## config.mk

```make
export PLATFORM = sky130hd
export DESIGN_NAME = midi_window_state_chase_flat
export DESIGN_NICKNAME = d
export VERILOG_FILES = /design/src/rtl/mcsc_pkg.sv /design/src/rtl/mcsc_ifs.sv /design/src/rtl/mcsc_ram.sv /design/src/rtl/mcsc_ctrl.sv /design/src/rtl/midi_window_state_chase.sv /design/src/flat_wrapper.sv
export SDC_FILE = /design/constraint.sdc
export NUM_CORES = 1
export LEC_CHECK = 0
export ABC_AREA = 1
export BUFFER_PORTS_ARGS = -buffer_cell sky130_fd_sc_hd__buf_2
export CORE_MARGIN = 8
export CORE_UTILIZATION = 50
export DETAILED_ROUTE_END_ITERATION = 6
export GPL_TIMING_DRIVEN = 0
export PLACE_DENSITY = 0.66
export SETUP_SLACK_MARGIN = 0.2
export SLEW_MARGIN = 20
export SYNTH_ARGS = -nofsm -noshare
export SYNTH_HDL_FRONTEND = slang
export SYNTH_HIERARCHICAL = 1
export SYNTH_SLANG_ARGS = --single-unit
```

## constraint.sdc

```tcl
create_clock -name clock -period 17.5 [get_ports clock]
set_input_delay 4.375 -clock clock [delete_from_list [all_inputs] [get_ports clock]]
set_output_delay 4.375 -clock clock [all_outputs]
set_load 0.01 [all_outputs]
```

## src/rtl/mcsc_pkg.sv

```systemverilog
package mcsc_pkg;

   localparam int NUM_CHANNELS = 16;
   localparam int CH_W         = (NUM_CHANNELS > 1) ? $clog2(NUM_CHANNELS) : 1;

   localparam int SAMPLE_W   = 31;
   localparam int KIND_W     = 2;
   localparam int CHAN_W     = 8;
   localparam int CTRL_W     = 7;
   localparam int AMOUNT_W   = 15;
   localparam int PAYLOAD_W  = 32;
   localparam int CC_VAL_W   = 7;
   localparam int CSR_IDX_W  = 1;
   localparam int CSR_DATA_W = 31;

   localparam logic OP_EVENT = 1'b0;
   localparam logic OP_END   = 1'b1;

   localparam logic [KIND_W-1:0] KIND_NOTE  = 2'd0;
   localparam logic [KIND_W-1:0] KIND_CC    = 2'd1;
   localparam logic [KIND_W-1:0] KIND_BEND  = 2'd2;
   localparam logic [KIND_W-1:0] KIND_OTHER = 2'd3;

   localparam logic [CTRL_W-1:0] CC_VOLUME     = 7'd7;
   localparam logic [CTRL_W-1:0] CC_EXPRESSION = 7'd11;

   localparam logic [CSR_IDX_W-1:0] CSR_WINDOW_START = 1'b0;
   localparam logic [CSR_IDX_W-1:0] CSR_WINDOW_END   = 1'b1;

   localparam logic [SAMPLE_W-1:0] WINDOW_START_RESET = '0;
   localparam logic [SAMPLE_W-1:0] WINDOW_END_RESET   = '1;

   typedef struct packed {
      logic [SAMPLE_W-1:0] win_start;
      logic [SAMPLE_W-1:0] win_end;
   } cfg_type;

   typedef struct packed {
      logic [AMOUNT_W-1:0] bend;
      logic [CC_VAL_W-1:0] expr;
      logic [CC_VAL_W-1:0] vol;
   } chan_state_type;

   localparam int STATE_W = $bits(chan_state_type);

   typedef struct packed {
      logic           rd_en;
      logic [CH_W-1:0] rd_addr;
      logic           wr_en;
      logic [CH_W-1:0] wr_addr;
      chan_state_type wr_data;
   } ram_cmd_type;

endpackage

```

## src/rtl/mcsc_ifs.sv

```systemverilog
interface mcsc_req_if;
   logic                               valid;
   logic                               ready;
   logic                               operation;
   logic [mcsc_pkg::SAMPLE_W-1:0]        sample_pos;
   logic [mcsc_pkg::KIND_W-1:0]          kind;
   logic [mcsc_pkg::CHAN_W-1:0]          chan;
   logic [mcsc_pkg::CTRL_W-1:0]          ctrl_number;
   logic signed [mcsc_pkg::AMOUNT_W-1:0] amount;
   logic [mcsc_pkg::PAYLOAD_W-1:0]       payload;

   modport source (
      output valid, operation, sample_pos, kind, chan, ctrl_number, amount, payload,
      input  ready
   );
   modport sink (
      input  valid, operation, sample_pos, kind, chan, ctrl_number, amount, payload,
      output ready
   );
endinterface

interface mcsc_rsp_if;
   logic                               valid;
   logic                               ready;
   logic [mcsc_pkg::SAMPLE_W-1:0]        out_sample;
   logic [mcsc_pkg::KIND_W-1:0]          out_kind;
   logic [mcsc_pkg::CHAN_W-1:0]          out_chan;
   logic [mcsc_pkg::CTRL_W-1:0]          out_ctrl;
   logic signed [mcsc_pkg::AMOUNT_W-1:0] out_amount;
   logic [mcsc_pkg::PAYLOAD_W-1:0]       out_payload;
   logic                               last;

   modport source (
      output valid, out_sample, out_kind, out_chan, out_ctrl, out_amount, out_payload, last,
      input  ready
   );
   modport sink (
      input  valid, out_sample, out_kind, out_chan, out_ctrl, out_amount, out_payload, last,
      output ready
   );
endinterface

```

## src/rtl/mcsc_ram.sv

```systemverilog
module mcsc_ram #(
   parameter int DEPTH = 16,
   parameter int WIDTH = 29
) (
   input  logic                                  clock,
   input  logic                                  rd_en,
   input  logic [((DEPTH > 1) ? $clog2(DEPTH) : 1)-1:0] rd_addr,
   output logic [WIDTH-1:0]                      rd_data,
   input  logic                                  wr_en,
   input  logic [((DEPTH > 1) ? $clog2(DEPTH) : 1)-1:0] wr_addr,
   input  logic [WIDTH-1:0]                      wr_data
);

   logic [WIDTH-1:0] mem [DEPTH];
   logic [WIDTH-1:0] rd_data_ff;

   always_ff @(posedge clock) begin
      if (wr_en) begin
         mem[wr_addr] <= wr_data;
      end
   end

   always_ff @(posedge clock) begin
      if (rd_en) begin
         rd_data_ff <= mem[rd_addr];
      end
   end

   assign rd_data = rd_data_ff;

endmodule

```

## src/rtl/mcsc_ctrl.sv

```systemverilog
module mcsc_ctrl (
   input  logic                        clock,
   input  logic                        reset,
   input  mcsc_pkg::cfg_type           cfg,
   mcsc_req_if.sink                    req,
   mcsc_rsp_if.source                  rsp,
   output mcsc_pkg::ram_cmd_type       ram_cmd,
   input  mcsc_pkg::chan_state_type    ram_rd_data
);

   typedef enum logic [2:0] {
      ST_IDLE,
      ST_TRACK,
      ST_FL_READ,
      ST_FL_EMIT,
      ST_EMIT
   } state_type;

   typedef enum logic [1:0] {
      AFT_EVENT,
      AFT_DROP,
      AFT_END
   } after_type;

   typedef enum logic [1:0] {
      FLD_VOL,
      FLD_EXPR,
      FLD_BEND
   } field_type;

   state_type state_ff;
   after_type after_ff;
   field_type fld_ff;

   logic [mcsc_pkg::NUM_CHANNELS-1:0] vol_seen_ff;
   logic [mcsc_pkg::NUM_CHANNELS-1:0] expr_seen_ff;
   logic [mcsc_pkg::NUM_CHANNELS-1:0] bend_seen_ff;
   logic                              flushed_ff;
   logic                              past_ff;
   logic [mcsc_pkg::CH_W-1:0]         ch_ff;

   logic [mcsc_pkg::SAMPLE_W-1:0]        item_sample_ff;
   logic [mcsc_pkg::KIND_W-1:0]          item_kind_ff;
   logic [mcsc_pkg::CHAN_W-1:0]          item_chan_ff;
   logic [mcsc_pkg::CTRL_W-1:0]          item_ctrl_ff;
   logic [mcsc_pkg::AMOUNT_W-1:0]        item_amount_ff;
   logic [mcsc_pkg::PAYLOAD_W-1:0]       item_payload_ff;
   logic [mcsc_pkg::CH_W-1:0]            item_ch_ff;

   logic                                 rsp_valid_ff;
   logic [mcsc_pkg::SAMPLE_W-1:0]        rsp_sample_ff;
   logic [mcsc_pkg::KIND_W-1:0]          rsp_kind_ff;
   logic [mcsc_pkg::CHAN_W-1:0]          rsp_chan_ff;
   logic [mcsc_pkg::CTRL_W-1:0]          rsp_ctrl_ff;
   logic signed [mcsc_pkg::AMOUNT_W-1:0] rsp_amount_ff;
   logic [mcsc_pkg::PAYLOAD_W-1:0]       rsp_payload_ff;
   logic                                 rsp_last_ff;

   logic [mcsc_pkg::CH_W-1:0]         req_ch;
   logic                              is_end;
   logic                              early;
   logic                              late;
   logic                              trk_vol;
   logic                              trk_expr;
   logic                              trk_bend;
   logic                              seen_any;
   logic                              cur_vol;
   logic                              cur_expr;
   logic                              cur_bend;
   logic                              cur_any;
   logic                              out_free;
   logic                              rsp_load;
   logic [mcsc_pkg::NUM_CHANNELS-1:0] ch_bit;
   logic [mcsc_pkg::NUM_CHANNELS-1:0] vol_left;
   logic [mcsc_pkg::NUM_CHANNELS-1:0] expr_left;
   logic [mcsc_pkg::NUM_CHANNELS-1:0] bend_left;
   logic                              pre_last;
   mcsc_pkg::chan_state_type          merged;

   assign req_ch = (req.chan < mcsc_pkg::CHAN_W'(mcsc_pkg::NUM_CHANNELS)) ?
                   req.chan[mcsc_pkg::CH_W-1:0] : '0;
   assign is_end   = (req.operation == mcsc_pkg::OP_END);
   assign early    = (req.sample_pos < cfg.win_start);
   assign late     = (req.sample_pos > cfg.win_end);
   assign trk_vol  = (req.kind == mcsc_pkg::KIND_CC) && (req.ctrl_number == mcsc_pkg::CC_VOLUME);
   assign trk_expr = (req.kind == mcsc_pkg::KIND_CC) &&
                     (req.ctrl_number == mcsc_pkg::CC_EXPRESSION);
   assign trk_bend = (req.kind == mcsc_pkg::KIND_BEND);

   assign seen_any = |{vol_seen_ff, expr_seen_ff, bend_seen_ff};
   assign cur_vol  = vol_seen_ff[ch_ff];
   assign cur_expr = expr_seen_ff[ch_ff];
   assign cur_bend = bend_seen_ff[ch_ff];
   assign cur_any  = cur_vol || cur_expr || cur_bend;
   assign out_free = !rsp_valid_ff || rsp.ready;
   assign rsp_load = out_free && ((state_ff == ST_FL_EMIT && cur_any) || state_ff == ST_EMIT);

   assign ch_bit    = mcsc_pkg::NUM_CHANNELS'(1) << ch_ff;
   assign vol_left  = vol_seen_ff & ~(cur_vol ? ch_bit : '0);
   assign expr_left = expr_seen_ff & ~((!cur_vol && cur_expr) ? ch_bit : '0);
   assign bend_left = bend_seen_ff & ~((!cur_vol && !cur_expr) ? ch_bit : '0);
   assign pre_last  = (after_ff != AFT_EVENT) && !(|{vol_left, expr_left, bend_left});

   always_comb begin
      merged = ram_rd_data;
      case (fld_ff)
         FLD_VOL:  merged.vol  = item_amount_ff[mcsc_pkg::CC_VAL_W-1:0];
         FLD_EXPR: merged.expr = item_amount_ff[mcsc_pkg::CC_VAL_W-1:0];
         FLD_BEND: merged.bend = item_amount_ff;
         default:  merged = ram_rd_data;
      endcase
   end

   assign ram_cmd.rd_en   = (req.valid && req.ready) ||
                            (state_ff == ST_FL_READ && seen_any);
   assign ram_cmd.rd_addr = (state_ff == ST_IDLE) ? req_ch : ch_ff;
   assign ram_cmd.wr_en   = (state_ff == ST_TRACK);
   assign ram_cmd.wr_addr = item_ch_ff;
   assign ram_cmd.wr_data = merged;

   assign req.ready = (state_ff == ST_IDLE);

   always_ff @(posedge clock) begin
      if (reset) begin
         state_ff     <= ST_IDLE;
         rsp_valid_ff <= 1'b0;
         vol_seen_ff  <= '0;
         expr_seen_ff <= '0;
         bend_seen_ff <= '0;
         flushed_ff   <= 1'b0;
         past_ff      <= 1'b0;
      end else begin
         if (rsp_load) begin
            rsp_valid_ff <= 1'b1;
         end else if (rsp.ready) begin
            rsp_valid_ff <= 1'b0;
         end
         case (state_ff)
            ST_IDLE: begin
               if (req.valid) begin
                  item_sample_ff  <= req.sample_pos;
                  item_kind_ff    <= req.kind;
                  item_chan_ff    <= req.chan;
                  item_ctrl_ff    <= req.ctrl_number;
                  item_amount_ff  <= req.amount;
                  item_payload_ff <= req.payload;
                  item_ch_ff      <= req_ch;
                  ch_ff           <= '0;
                  if (is_end) begin
                     if (!flushed_ff) begin
                        after_ff <= AFT_END;
                        state_ff <= ST_FL_READ;
                     end else begin
                        vol_seen_ff  <= '0;
                        expr_seen_ff <= '0;
                        bend_seen_ff <= '0;
                        flushed_ff   <= 1'b0;
                        past_ff      <= 1'b0;
                     end
                  end else if (past_ff) begin
                     state_ff <= ST_IDLE;
                  end else if (early) begin
                     if (!flushed_ff) begin
                        if (trk_vol) begin
                           vol_seen_ff[req_ch] <= 1'b1;
                           fld_ff              <= FLD_VOL;
                           state_ff            <= ST_TRACK;
                        end else if (trk_expr) begin
                           expr_seen_ff[req_ch] <= 1'b1;
                           fld_ff               <= FLD_EXPR;
                           state_ff             <= ST_TRACK;
                        end else if (trk_bend) begin
                           bend_seen_ff[req_ch] <= 1'b1;
                           fld_ff               <= FLD_BEND;
                           state_ff             <= ST_TRACK;
                        end
                     end
                  end else if (late) begin
                     if (!flushed_ff) begin
                        after_ff <= AFT_DROP;
                        state_ff <= ST_FL_READ;
                     end else begin
                        past_ff <= 1'b1;
                     end
                  end else begin
                     after_ff <= AFT_EVENT;
                     state_ff <= flushed_ff ? ST_EMIT : ST_FL_READ;
                  end
               end
            end
            ST_TRACK: begin
               state_ff <= ST_IDLE;
            end
            ST_FL_READ: begin
               if (!seen_any) begin
                  case (after_ff)
                     AFT_EVENT: begin
                        flushed_ff <= 1'b1;
                        state_ff   <= ST_EMIT;
                     end
                     AFT_DROP: begin
                        flushed_ff <= 1'b1;
                        past_ff    <= 1'b1;
                        state_ff   <= ST_IDLE;
                     end
                     AFT_END: begin
                        flushed_ff <= 1'b0;
                        past_ff    <= 1'b0;
                        state_ff   <= ST_IDLE;
                     end
                     default: begin
                        state_ff <= ST_IDLE;
                     end
                  endcase
               end else begin
                  state_ff <= ST_FL_EMIT;
               end
            end
            ST_FL_EMIT: begin
               if (!cur_any) begin
                  ch_ff    <= ch_ff + mcsc_pkg::CH_W'(1);
                  state_ff <= ST_FL_READ;
               end else if (out_free) begin
                  rsp_sample_ff  <= '0;
                  rsp_chan_ff    <= mcsc_pkg::CHAN_W'(ch_ff);
                  rsp_payload_ff <= '0;
                  rsp_last_ff    <= pre_last;
                  vol_seen_ff    <= vol_left;
                  expr_seen_ff   <= expr_left;
                  bend_seen_ff   <= bend_left;
                  if (cur_vol) begin
                     rsp_kind_ff   <= mcsc_pkg::KIND_CC;
                     rsp_ctrl_ff   <= mcsc_pkg::CC_VOLUME;
                     rsp_amount_ff <= mcsc_pkg::AMOUNT_W'(ram_rd_data.vol);
                  end else if (cur_expr) begin
                     rsp_kind_ff   <= mcsc_pkg::KIND_CC;
                     rsp_ctrl_ff   <= mcsc_pkg::CC_EXPRESSION;
                     rsp_amount_ff <= mcsc_pkg::AMOUNT_W'(ram_rd_data.expr);
                  end else begin
                     rsp_kind_ff   <= mcsc_pkg::KIND_BEND;
                     rsp_ctrl_ff   <= '0;
                     rsp_amount_ff <= ram_rd_data.bend;
                  end
               end
            end
            ST_EMIT: begin
               if (out_free) begin
                  rsp_sample_ff  <= item_sample_ff - cfg.win_start;
                  rsp_kind_ff    <= item_kind_ff;
                  rsp_chan_ff    <= item_chan_ff;
                  rsp_ctrl_ff    <= item_ctrl_ff;
                  rsp_amount_ff  <= item_amount_ff;
                  rsp_payload_ff <= item_payload_ff;
                  rsp_last_ff    <= 1'b1;
                  state_ff       <= ST_IDLE;
               end
            end
            default: begin
               state_ff <= ST_IDLE;
            end
         endcase
      end
   end

   assign rsp.valid       = rsp_valid_ff;
   assign rsp.out_sample  = rsp_sample_ff;
   assign rsp.out_kind    = rsp_kind_ff;
   assign rsp.out_chan    = rsp_chan_ff;
   assign rsp.out_ctrl    = rsp_ctrl_ff;
   assign rsp.out_amount  = rsp_amount_ff;
   assign rsp.out_payload = rsp_payload_ff;
   assign rsp.last        = rsp_last_ff;

   a_flush_before_flag: assert property (@(posedge clock) disable iff (reset)
      (state_ff == ST_FL_READ || state_ff == ST_FL_EMIT) |-> !flushed_ff)
      else $error("flush running with prefix already flushed");

   a_past_after_flush: assert property (@(posedge clock) disable iff (reset)
      past_ff |-> flushed_ff)
      else $error("past window set without prefix flush");

   a_seen_before_flush: assert property (@(posedge clock) disable iff (reset)
      (|{vol_seen_ff, expr_seen_ff, bend_seen_ff}) |-> !flushed_ff)
      else $error("tracked state left after prefix flush");

endmodule

```

## src/rtl/midi_window_state_chase.sv

```systemverilog
// Channel  Dir  Handshake        Content
// req_bus  in   valid/ready      operation, sample_pos, kind, chan, ctrl_number, amount, payload
// rsp_bus  out  valid/ready      out_sample, out_kind, out_chan, out_ctrl, out_amount,
//                                out_payload, last
// csr_*    in   csr_we           csr_index selects window_start or window_end, csr_wdata
//
// One item at a time; req_bus.ready is high only while the controller is idle.
// Tracked items pass through a RAM write state, in-window items through an emit state that
// waits out output stalls; other items are dropped from idle unless they start a prefix flush.
// A prefix flush walks the channel state RAM up to the last channel holding state, emits each
// tracked item as the output register frees, then goes on to the in-window item, drop or end.
// Synchronous reset clears control state and resets the window registers; no clearing pass.
// A stalled output holds its item; the flush waits on the output register.
module midi_window_state_chase (
   input  logic                                 clock,
   input  logic                                 reset,
   mcsc_req_if.sink                             req_bus,
   mcsc_rsp_if.source                           rsp_bus,
   input  logic                                 csr_we,
   input  logic [mcsc_pkg::CSR_IDX_W-1:0]        csr_index,
   input  logic [mcsc_pkg::CSR_DATA_W-1:0]       csr_wdata
);

   logic [mcsc_pkg::SAMPLE_W-1:0] win_start_ff;
   logic [mcsc_pkg::SAMPLE_W-1:0] win_end_ff;
   mcsc_pkg::cfg_type             cfg;
   mcsc_pkg::ram_cmd_type         ram_cmd;
   mcsc_pkg::chan_state_type      ram_rd_data;
   logic [mcsc_pkg::STATE_W-1:0]  ram_rd_bits;

   always_ff @(posedge clock) begin
      if (reset) begin
         win_start_ff <= mcsc_pkg::WINDOW_START_RESET;
         win_end_ff   <= mcsc_pkg::WINDOW_END_RESET;
      end else if (csr_we) begin
         case (csr_index)
            mcsc_pkg::CSR_WINDOW_START: win_start_ff <= csr_wdata;
            mcsc_pkg::CSR_WINDOW_END:   win_end_ff   <= csr_wdata;
            default:                    win_start_ff <= win_start_ff;
         endcase
      end
   end

   assign cfg.win_start = win_start_ff;
   assign cfg.win_end   = win_end_ff;
   assign ram_rd_data   = mcsc_pkg::chan_state_type'(ram_rd_bits);

   mcsc_ctrl u_ctrl (
      .clock       (clock),
      .reset       (reset),
      .cfg         (cfg),
      .req         (req_bus),
      .rsp         (rsp_bus),
      .ram_cmd     (ram_cmd),
      .ram_rd_data (ram_rd_data)
   );

   mcsc_ram #(
      .DEPTH (mcsc_pkg::NUM_CHANNELS),
      .WIDTH (mcsc_pkg::STATE_W)
   ) u_ram (
      .clock   (clock),
      .rd_en   (ram_cmd.rd_en),
      .rd_addr (ram_cmd.rd_addr),
      .rd_data (ram_rd_bits),
      .wr_en   (ram_cmd.wr_en),
      .wr_addr (ram_cmd.wr_addr),
      .wr_data (ram_cmd.wr_data)
   );

endmodule

```

## src/flat_wrapper.sv

```systemverilog
// flat-port wrapper written by rule: the top's interface ports become plain ports
module midi_window_state_chase_flat 
  (clock, reset, csr_we, csr_index, csr_wdata, req_bus_valid, req_bus_operation, req_bus_sample_pos, req_bus_kind, req_bus_chan, req_bus_ctrl_number, req_bus_amount, req_bus_payload, req_bus_ready, rsp_bus_valid, rsp_bus_out_sample, rsp_bus_out_kind, rsp_bus_out_chan, rsp_bus_out_ctrl, rsp_bus_out_amount, rsp_bus_out_payload, rsp_bus_last, rsp_bus_ready);
  mcsc_req_if req_bus_i ();
  mcsc_rsp_if rsp_bus_i ();
  input  logic clock;
  input  logic reset;
  input  logic csr_we;
  input  logic [mcsc_pkg::CSR_IDX_W-1:0] csr_index;
  input  logic [mcsc_pkg::CSR_DATA_W-1:0] csr_wdata;
  input wire logic [$bits(req_bus_i.valid)-1:0] req_bus_valid;
  input wire logic [$bits(req_bus_i.operation)-1:0] req_bus_operation;
  input wire logic [$bits(req_bus_i.sample_pos)-1:0] req_bus_sample_pos;
  input wire logic [$bits(req_bus_i.kind)-1:0] req_bus_kind;
  input wire logic [$bits(req_bus_i.chan)-1:0] req_bus_chan;
  input wire logic [$bits(req_bus_i.ctrl_number)-1:0] req_bus_ctrl_number;
  input wire logic [$bits(req_bus_i.amount)-1:0] req_bus_amount;
  input wire logic [$bits(req_bus_i.payload)-1:0] req_bus_payload;
  output wire logic [$bits(req_bus_i.ready)-1:0] req_bus_ready;
  output wire logic [$bits(rsp_bus_i.valid)-1:0] rsp_bus_valid;
  output wire logic [$bits(rsp_bus_i.out_sample)-1:0] rsp_bus_out_sample;
  output wire logic [$bits(rsp_bus_i.out_kind)-1:0] rsp_bus_out_kind;
  output wire logic [$bits(rsp_bus_i.out_chan)-1:0] rsp_bus_out_chan;
  output wire logic [$bits(rsp_bus_i.out_ctrl)-1:0] rsp_bus_out_ctrl;
  output wire logic [$bits(rsp_bus_i.out_amount)-1:0] rsp_bus_out_amount;
  output wire logic [$bits(rsp_bus_i.out_payload)-1:0] rsp_bus_out_payload;
  output wire logic [$bits(rsp_bus_i.last)-1:0] rsp_bus_last;
  input wire logic [$bits(rsp_bus_i.ready)-1:0] rsp_bus_ready;
  assign req_bus_i.valid = req_bus_valid;
  assign req_bus_i.operation = req_bus_operation;
  assign req_bus_i.sample_pos = req_bus_sample_pos;
  assign req_bus_i.kind = req_bus_kind;
  assign req_bus_i.chan = req_bus_chan;
  assign req_bus_i.ctrl_number = req_bus_ctrl_number;
  assign req_bus_i.amount = req_bus_amount;
  assign req_bus_i.payload = req_bus_payload;
  assign req_bus_ready = req_bus_i.ready;
  assign rsp_bus_valid = rsp_bus_i.valid;
  assign rsp_bus_out_sample = rsp_bus_i.out_sample;
  assign rsp_bus_out_kind = rsp_bus_i.out_kind;
  assign rsp_bus_out_chan = rsp_bus_i.out_chan;
  assign rsp_bus_out_ctrl = rsp_bus_i.out_ctrl;
  assign rsp_bus_out_amount = rsp_bus_i.out_amount;
  assign rsp_bus_out_payload = rsp_bus_i.out_payload;
  assign rsp_bus_last = rsp_bus_i.last;
  assign rsp_bus_i.ready = rsp_bus_ready;
  midi_window_state_chase u_core (.clock(clock), .reset(reset), .req_bus(req_bus_i), .rsp_bus(rsp_bus_i), .csr_we(csr_we), .csr_index(csr_index), .csr_wdata(csr_wdata));
endmodule
```

==> results of run 1 <==
through the flow:
step,total power (uW),utilization,cells,hold WS (ps),instance area (sq um)
2_1_floorplan,3770,-,4155,442,38500
3_3_place_gp,4460,0.538,5414,455,41000
3_5_place_dp,4510,0.550,5463,458,41900
4_1_cts,6310,0.587,5623,475,44700
5_1_grt,6610,0.587,5625,485,44700
6_report,6330,0.587,5627,475,44700
worst register-to-register path, cell delays in order, from the launching register on:
cell and delay, ps:
edfxtp_1 420, buf_4 230, inv_2 280, nand3_1 130, nand3_1 150, nand2_2 150
nand2_4 240, nor2_8 70, nand3_2 100, nand2_2 70, nand2_4 160, o211ai_1 160
nor2_4 620, buf_16 250, buf_16 200, buf_12 210
metal layers:
layer	track usage	vias up
met5	0	-
met2	0.448	1524
met1	0.359	14300
met3	0.0511	286
li1	-	14300
met4	0.104	4
where the power goes:
part | internal [uW] | switching [uW] | total, uW
combinational | 584 | 1430 | 2010
sequential | 2410 | 103 | 2510
clock | 1030 | 772 | 1810
how the worst max path moves through the flow:
stage | from | cells past startpoint | slack [ps] | to
global placement | reset | 4 | -170 | u_core/u_ctrl/fld_ff[1]
CTS | req_bus_chan[7] | 12 | 10650 | u_core/u_ram/rd_data[15]
detailed placement | req_bus_chan[7] | 10 | 10050 | u_core/u_ram/rd_data[20]
floorplan | reset | 3 | 5160 | u_core/u_ctrl/fld_ff[0]
finish | req_bus_chan[7] | 10 | 10600 | u_core/u_ram/rd_data[20]
global route | req_bus_chan[7] | 12 | 10470 | u_core/u_ram/rd_data[15]
final cells by class:
type                    count  area, sq um  share of cell area
multi-input cells        2519        12000               0.268
inverters                 651         2450              0.0547
well taps                1030         1290              0.0288
clock inverters            43          434             0.00972
clock buffers             117         2340              0.0524
plain buffers             173         1050              0.0236
flip-flops and latches    812        23200               0.520
diodes                      4         10.0            0.000224
repair buffers            278         1910              0.0428
flip-flops by register name, summed over array words and instances, names as in the netlist, 16 cells and up:
signal and count:
u_core/u_ctrl/bend_seen_ff 16, u_core/win_start_ff 31, u_core/u_ctrl/item_payload_ff 32, u_core/u_ram/mem 464
u_core/u_ctrl/vol_seen_ff 16, u_core/win_end_ff 31, u_core/u_ctrl/rsp.out_payload 32, u_core/u_ram/rd_data 29
u_core/u_ctrl/item_sample_ff 31, u_core/u_ctrl/expr_seen_ff 16, u_core/u_ctrl/rsp.out_sample 31
cells in the final DEF (no fill, tap or decap), types with 75 or more instances in the layout:
cell       count
nand2_1     1139
o21ai_0      167
clkbuf_16     88
nor2_1       342
buf_2        283
a21oi_1      106
inv_1        639
nand3_1      487
dfxtp_1      116
ha_1          97
edfxtp_1     696
clkbuf_1      75
synthesized netlist by cell type (25+ instances only):
master,instances
nand2_1,1139
edfxtp_1,696
inv_1,639
nand3_1,487
nor2_1,359
o21ai_0,190
dfxtp_1,116
a21oi_1,111
ha_1,97
buf_2,54
clkbuf_1,49
buf_6,31
nand4_1,31
buf_4,25
kinds of logic (layout without fill, tap and decap cells):
family / Yosys count / after routing
fa+ha+maj: 98 / 98
simple gates: 2061 / 2061
compound gates: 358 / 358
xor+xnor: 2 / 2
other cells: 0 / 4
flops: 812 / 812
buf+inv: 824 / 1262
==> impl_results.md, run 1 <==
- Final Hold Vio Count: 0
- Die width: 294 microns
- Detail Placement HPWL: 87200 microns
- Reg clk slew, reported paths: 60 ps
- Final min period: 6900 ps
- Unique cell type count in the Yosys netlist: 52
- Met2 WL: 55400 microns
- DR WL/cell: 21.4 microns
- TritonCTS clock tree: built
- Async S/R FF share, synth: 0
- Setup TNS: 0 ps
- Initial Utilization: 0.506
- Cts repair resizes: 0
- Vias per cell: 5.42
- FF+latch count, synth: 812
- GP Congestion: 0.977
- Max-cap violations: 0
- Worst slack, placed: ~10000 ps
- Grt ovf: 0
- Final period utilization: 0.394
- Startpoint types: primary input
- Starting DRT DRC Count: 3291
- Outcome: complete, no violations
- WHS Path Cells: 2
- DRC Markers: 0
- RR Startpoint: u_core/u_ctrl/ch_ff[1]
- Least-Margin Pin Slew: ~1100 ps
- Adder-Cell Fraction of Synth Area: 0.0320
- # rows: 101
- Clock latency on the worst-skew pair: about 650 ps
- Fin. max-slew vios: 0
- Via count: 30500
- Main combinational cell family by area after synthesis: simple AND/OR/NAND/NOR gates
- Worst reg2reg path depth: 15
- Maximum buffer depth of the clock tree: 3
- CP Class: in2reg
- Hold path startpoint: u_core/win_end_ff[2]
- TritonCTS Buffers: between 80 and 90
- RSZ-0062 raised after global routing: no
- Peak supply drop: ~0.00013 V
- DR pass1 iterations: 6
- Setup bufs post-CTS: 0
- Top Ports: 231
- Hold crit path type: reg2reg
- Mux contribution to synthesized area: 0
- Worst path arrival time: around 7400 ps
- Syn Inst Count: 4155
- Routed met3 length: 11300 microns
- Power per cell area: 142 nW/um^2
- Post-route clock skew: between 30 and 40 ps
- Post-route ant nets: 0
- Ranking of synthesized cells by area: edfxtp_1, nand2_1, nand3_1
- Number of synthesized flops with an enable pin: 696
- Fraction of layout cells with a size suffix above 1: 0.124
- Hold EP: u_core/win_end_ff[2]
- Root Buffer: clkbuf_16
- Worst setup margin: 10600 ps
- Layout fillers: approximately 6500
- Slowest CP cell: clkbuf_1
- R2r endpoint: u_core/u_ctrl/rsp.out_payload[3]
- Highest metal used: met5
- Vias in the first global route: 29100
- Post-synthesis compound-gate area fraction: 0.0503
- Post-CTS Hold Buffers: 0
- Die Y: 294 microns
- First-pass GRT wire length: 179000 microns
- Met1 wire length: 48600 microns
- Yosys warning count: 6
- Die area: 86200 sq um
- CP dominant cell by count: nand2_1
- Sequential element share of the synthesized area: 0.603
- Synth top area share: 0.543
- # port buffers: 229
- H-tree Lvls: 3
- Cell taking the most area after synthesis: edfxtp_1
- # setup viols final: 0
- Highest clock rate: 145 MHz
- Crit. End Element: register
- Worst EP required: 18000 ps
- CP delay by family, top: buffers and inverters
- CP cell instances: buf_2, nor2_1, nand2_1, nor2_1, nand2_1, o21ai_0, clkbuf_1, buf_1, nand3_1, nand2_1
- Initial antenna violation count: 4
- Core area: 76100 sq um
- Pin count of the biggest net entering global routing: 25
- Dominant synthesized flop cell: edfxtp_1
- WL final: around 120000 microns
- Clk sinks: 812
- Nets@finish: 4753
- Synth Area in Simple Gates: 0.223
- Worst Path Buf+Inv: 3
- Relative slew slack: 0.251
- Post-synthesis xor/xnor area fraction: 0.000455
- Global Route Usage Sum: 0.273
- Worst-path fanout max: 10
- Syn-to-layout area delta: 16.0%
- Mean post-synth cell area: ~9.3 sq um
- Syn_nets: 4386
- Leak: 0.0198 uW
- Mapped Area: 38500 sq um
- R2R Setup Slk: 13760 ps
- Slowest stage delay, CP: 610 ps
Note: power is estimated with default switching activity, not from simulation.
==> run 2, diff against run 1 <==
==> constraint.sdc (replaced) <==
create_clock -name clock -period 6.4 [get_ports clock]
set_input_delay 1.6 -clock clock [delete_from_list [all_inputs] [get_ports clock]]
set_output_delay 1.6 -clock clock [all_outputs]
set_load 0.01 [all_outputs]
==> run 2 against run 1 <==
Compared with the run above:
- clock skew is 16 ps lower
- critical path depth is 2 higher
- non-clock buffer count is 2 lower
- final area is 0.24% higher
- largest cell class unchanged
- largest power group unchanged
- highest routed layer is now met4
==> impl_results.md, run 2 (synthesis gave the netlist of run 1 again) <==
- Grt ovf: 0 (unchanged)
- WL final: 120000 microns (-0.25%)
- WP depth: 12 (+2)
- Syn-to-layout area delta: 16.3%
- Relative slew slack: 0.266 (+0.0149)
- CP cell instances: buf_2, nor2_1, nand2_1, nor2_1, nand2_1, o21ai_0, buf_2, buf_1, nand3_1, nand3_1, nand3_1, nand2_1
- Worst reg2reg path depth: 14 (-1)
- GP Congestion: 0.960 (-1.8%)
- Final period utilization: 0.630
- WHS Path Cells: 2 (unchanged)
- Reg clk slew, reported paths: 60 ps (about the same)
- Final Hold Vio Count: 0 (unchanged)
- Footprint of the multi-input gates: 12000 sq um (about the same)
- Worst Path Buf+Inv: 3 (unchanged)
- H-tree Lvls: 3 (unchanged)
- Post-Place Cells: 5461 (-0.037%)
- RSZ-0062 raised after global routing: no
- Peak supply drop: 0.000262 V (+110%)
- CP Class: in2reg
- DR WL/cell: 21.3 microns (-0.18%)
- Register area: 23200 sq um (unchanged)
- Final min period: around 4000 ps
- Number of flip-flops in the largest register: 464 (unchanged)
- Least-Margin Pin Slew: 1100 ps (-22.4 ps)
- Power per cell area: 388 nW/um^2 (+170%)
- Starting DRT DRC Count: 3168 (-3.7%)
- Final instance area: 44800 sq um (+0.24%)
- Crit. End Element: register
- Hold crit path type: reg2reg
- Worst path arrival time: 4530 ps (-2860 ps)
- Startpoint types: primary input
- Vias per cell: 5.36 (-0.98%)
- Clk sinks: 812 (unchanged)
- Placed Area: 41900 sq um (+0.16%)
- R2R Setup Slk: 2600 ps (-11160 ps)
- Global Route Usage Sum: 0.272 (-0.000616)
- # setup viols final: 0 (unchanged)
- Most common cell after layout, fill and taps aside: nand2_1
- Most frequent cells in the layout: nand2_1, edfxtp_1, inv_1, nand3_1, nor2_1
- Worst-path fanout max: 10 (unchanged)
- Highest clock rate: 248 MHz
- Fraction of layout cells with a size suffix above 1: 0.124 (-0.000191)
- Leak: 0.0198 uW (+0.20%)
- Pin count of the biggest net entering global routing: 28 (+12%)
- Setup bufs post-CTS: 0 (unchanged)
- Initial antenna violation count: 1 (-3)
- First-pass GRT wire length: 178000 microns (-0.44%)
- DRC Markers: 0 (unchanged)
- Post-route ant nets: 0 (unchanged)
- Max-cap violations: 0 (unchanged)
- Root Buffer: clkbuf_16
- Worst EP required: 6900 ps (-11100 ps)
- Via count: 30200 (-1.1%)
- Die Y: 294 microns (unchanged)
- Slowest CP cell: buf_1
- Top Ports: 231 (unchanged)
- Detail Placement HPWL: 87200 microns (about the same)
- # rows: 101 (unchanged)
- Core area: 76100 sq um (unchanged)
- TritonCTS clock tree: built
- Non-Filler Instances: 5623 (-0.071%)
- Vias in the first global route: 28800 (-1.1%)
- Largest Register: u_core/u_ram/mem
- Die area: 86200 sq um (unchanged)
- Setup TNS: 0 ps (unchanged)
- Cts repair resizes: 0 (unchanged)
- CP delay by family, top: simple AND/OR/NAND/NOR gates
- TritonCTS Buffers: 86 (-1.1%)
- Clock latency on the worst-skew pair: 650 ps (about the same)
- Layout fillers: 6618 (+1.1%)
- Post-CTS Hold Buffers: 0 (unchanged)
- DR pass1 iterations: 6 (unchanged)
- Maximum buffer depth of the clock tree: 3 (unchanged)
- # port buffers: 229 (unchanged)
- Die width: 294 microns (unchanged)
- Slowest stage delay, CP: 840 ps (+230 ps)
- Outcome: complete, no violations
- Post-route clock skew: 16.8 ps (-15.6 ps)
- Fin. max-slew vios: 0 (unchanged)
- Nets@finish: 4750 (-0.063%)
- Initial Utilization: 0.506 (unchanged)
run 2: final cells by class:
class,count,area share
Timing Repair Buffer,276,0.0440
Clock buffer,119,0.0533
Clock inverter,42,0.00983
Antenna cell,1,0.0000559
Tap cell,1030,0.0288
Sequential cell,812,0.519
Buffer,173,0.0236
Inverter,651,0.0546
Multi-Input combinational cell,2519,0.267
run 2: layer usage:
layer  global-route usage  share of wire  routed length (microns)  vias to the layer above
met4                0.102          0.042                     5030                        0
met2                0.451           0.46                    55700                     1413
met3               0.0481          0.089                    10600                      292
met5                    0              0                        0                        -
li1                     -              -                        -                    14300
met1                0.357           0.40                    48500                    14100
run 2: report_power, final:
| group | switching (uW) | leakage [uW] | internal (uW) |
|---|---|---|---|
| registers | 288 | 0.00738 | 6590 |
| logic | 3880 | 0.0111 | 1620 |
| clock network | 2090 | 0.00138 | 2910 |
run 2: path summary, 6_finish.rpt:
check / from / endpoint
worst min-delay path: u_core/win_end_ff[8] / u_core/win_end_ff[8]
worst max register to register: u_core/u_ctrl/ch_ff[1] / u_core/u_ctrl/rsp.out_ctrl[4]
worst max-delay path: req_bus_chan[6] / u_core/u_ram/rd_data[18]
worst min register to register: u_core/win_end_ff[8] / u_core/win_end_ff[8]
run 2: per-stage QoR:
step | hold WS [ps] | total power (uW) | util | worst slack, ps
final | 472 | 17400 | 0.589 | 2370
after global routing | 486 | 18200 | 0.589 | 2250
after CTS | 472 | 17400 | 0.589 | 2480
after detailed placement | 455 | 12400 | 0.551 | 1820
after global placement | 456 | 12200 | 0.538 | -417
after floorplan | 442 | 10300 | - | 1430
run 2: worst register-to-register path, cell delays in order (launching register included):
cell and delay, ps:
edfxtp_1 440, buf_4 240, inv_2 330, nand3_1 150, nand3_2 150, nand2_2 150
nand2_4 240, nor2_8 80, nand3_2 120, nand2_2 80, nand2_4 160, o211ai_1 170
nor2_4 690, buf_12 270, buf_12 220
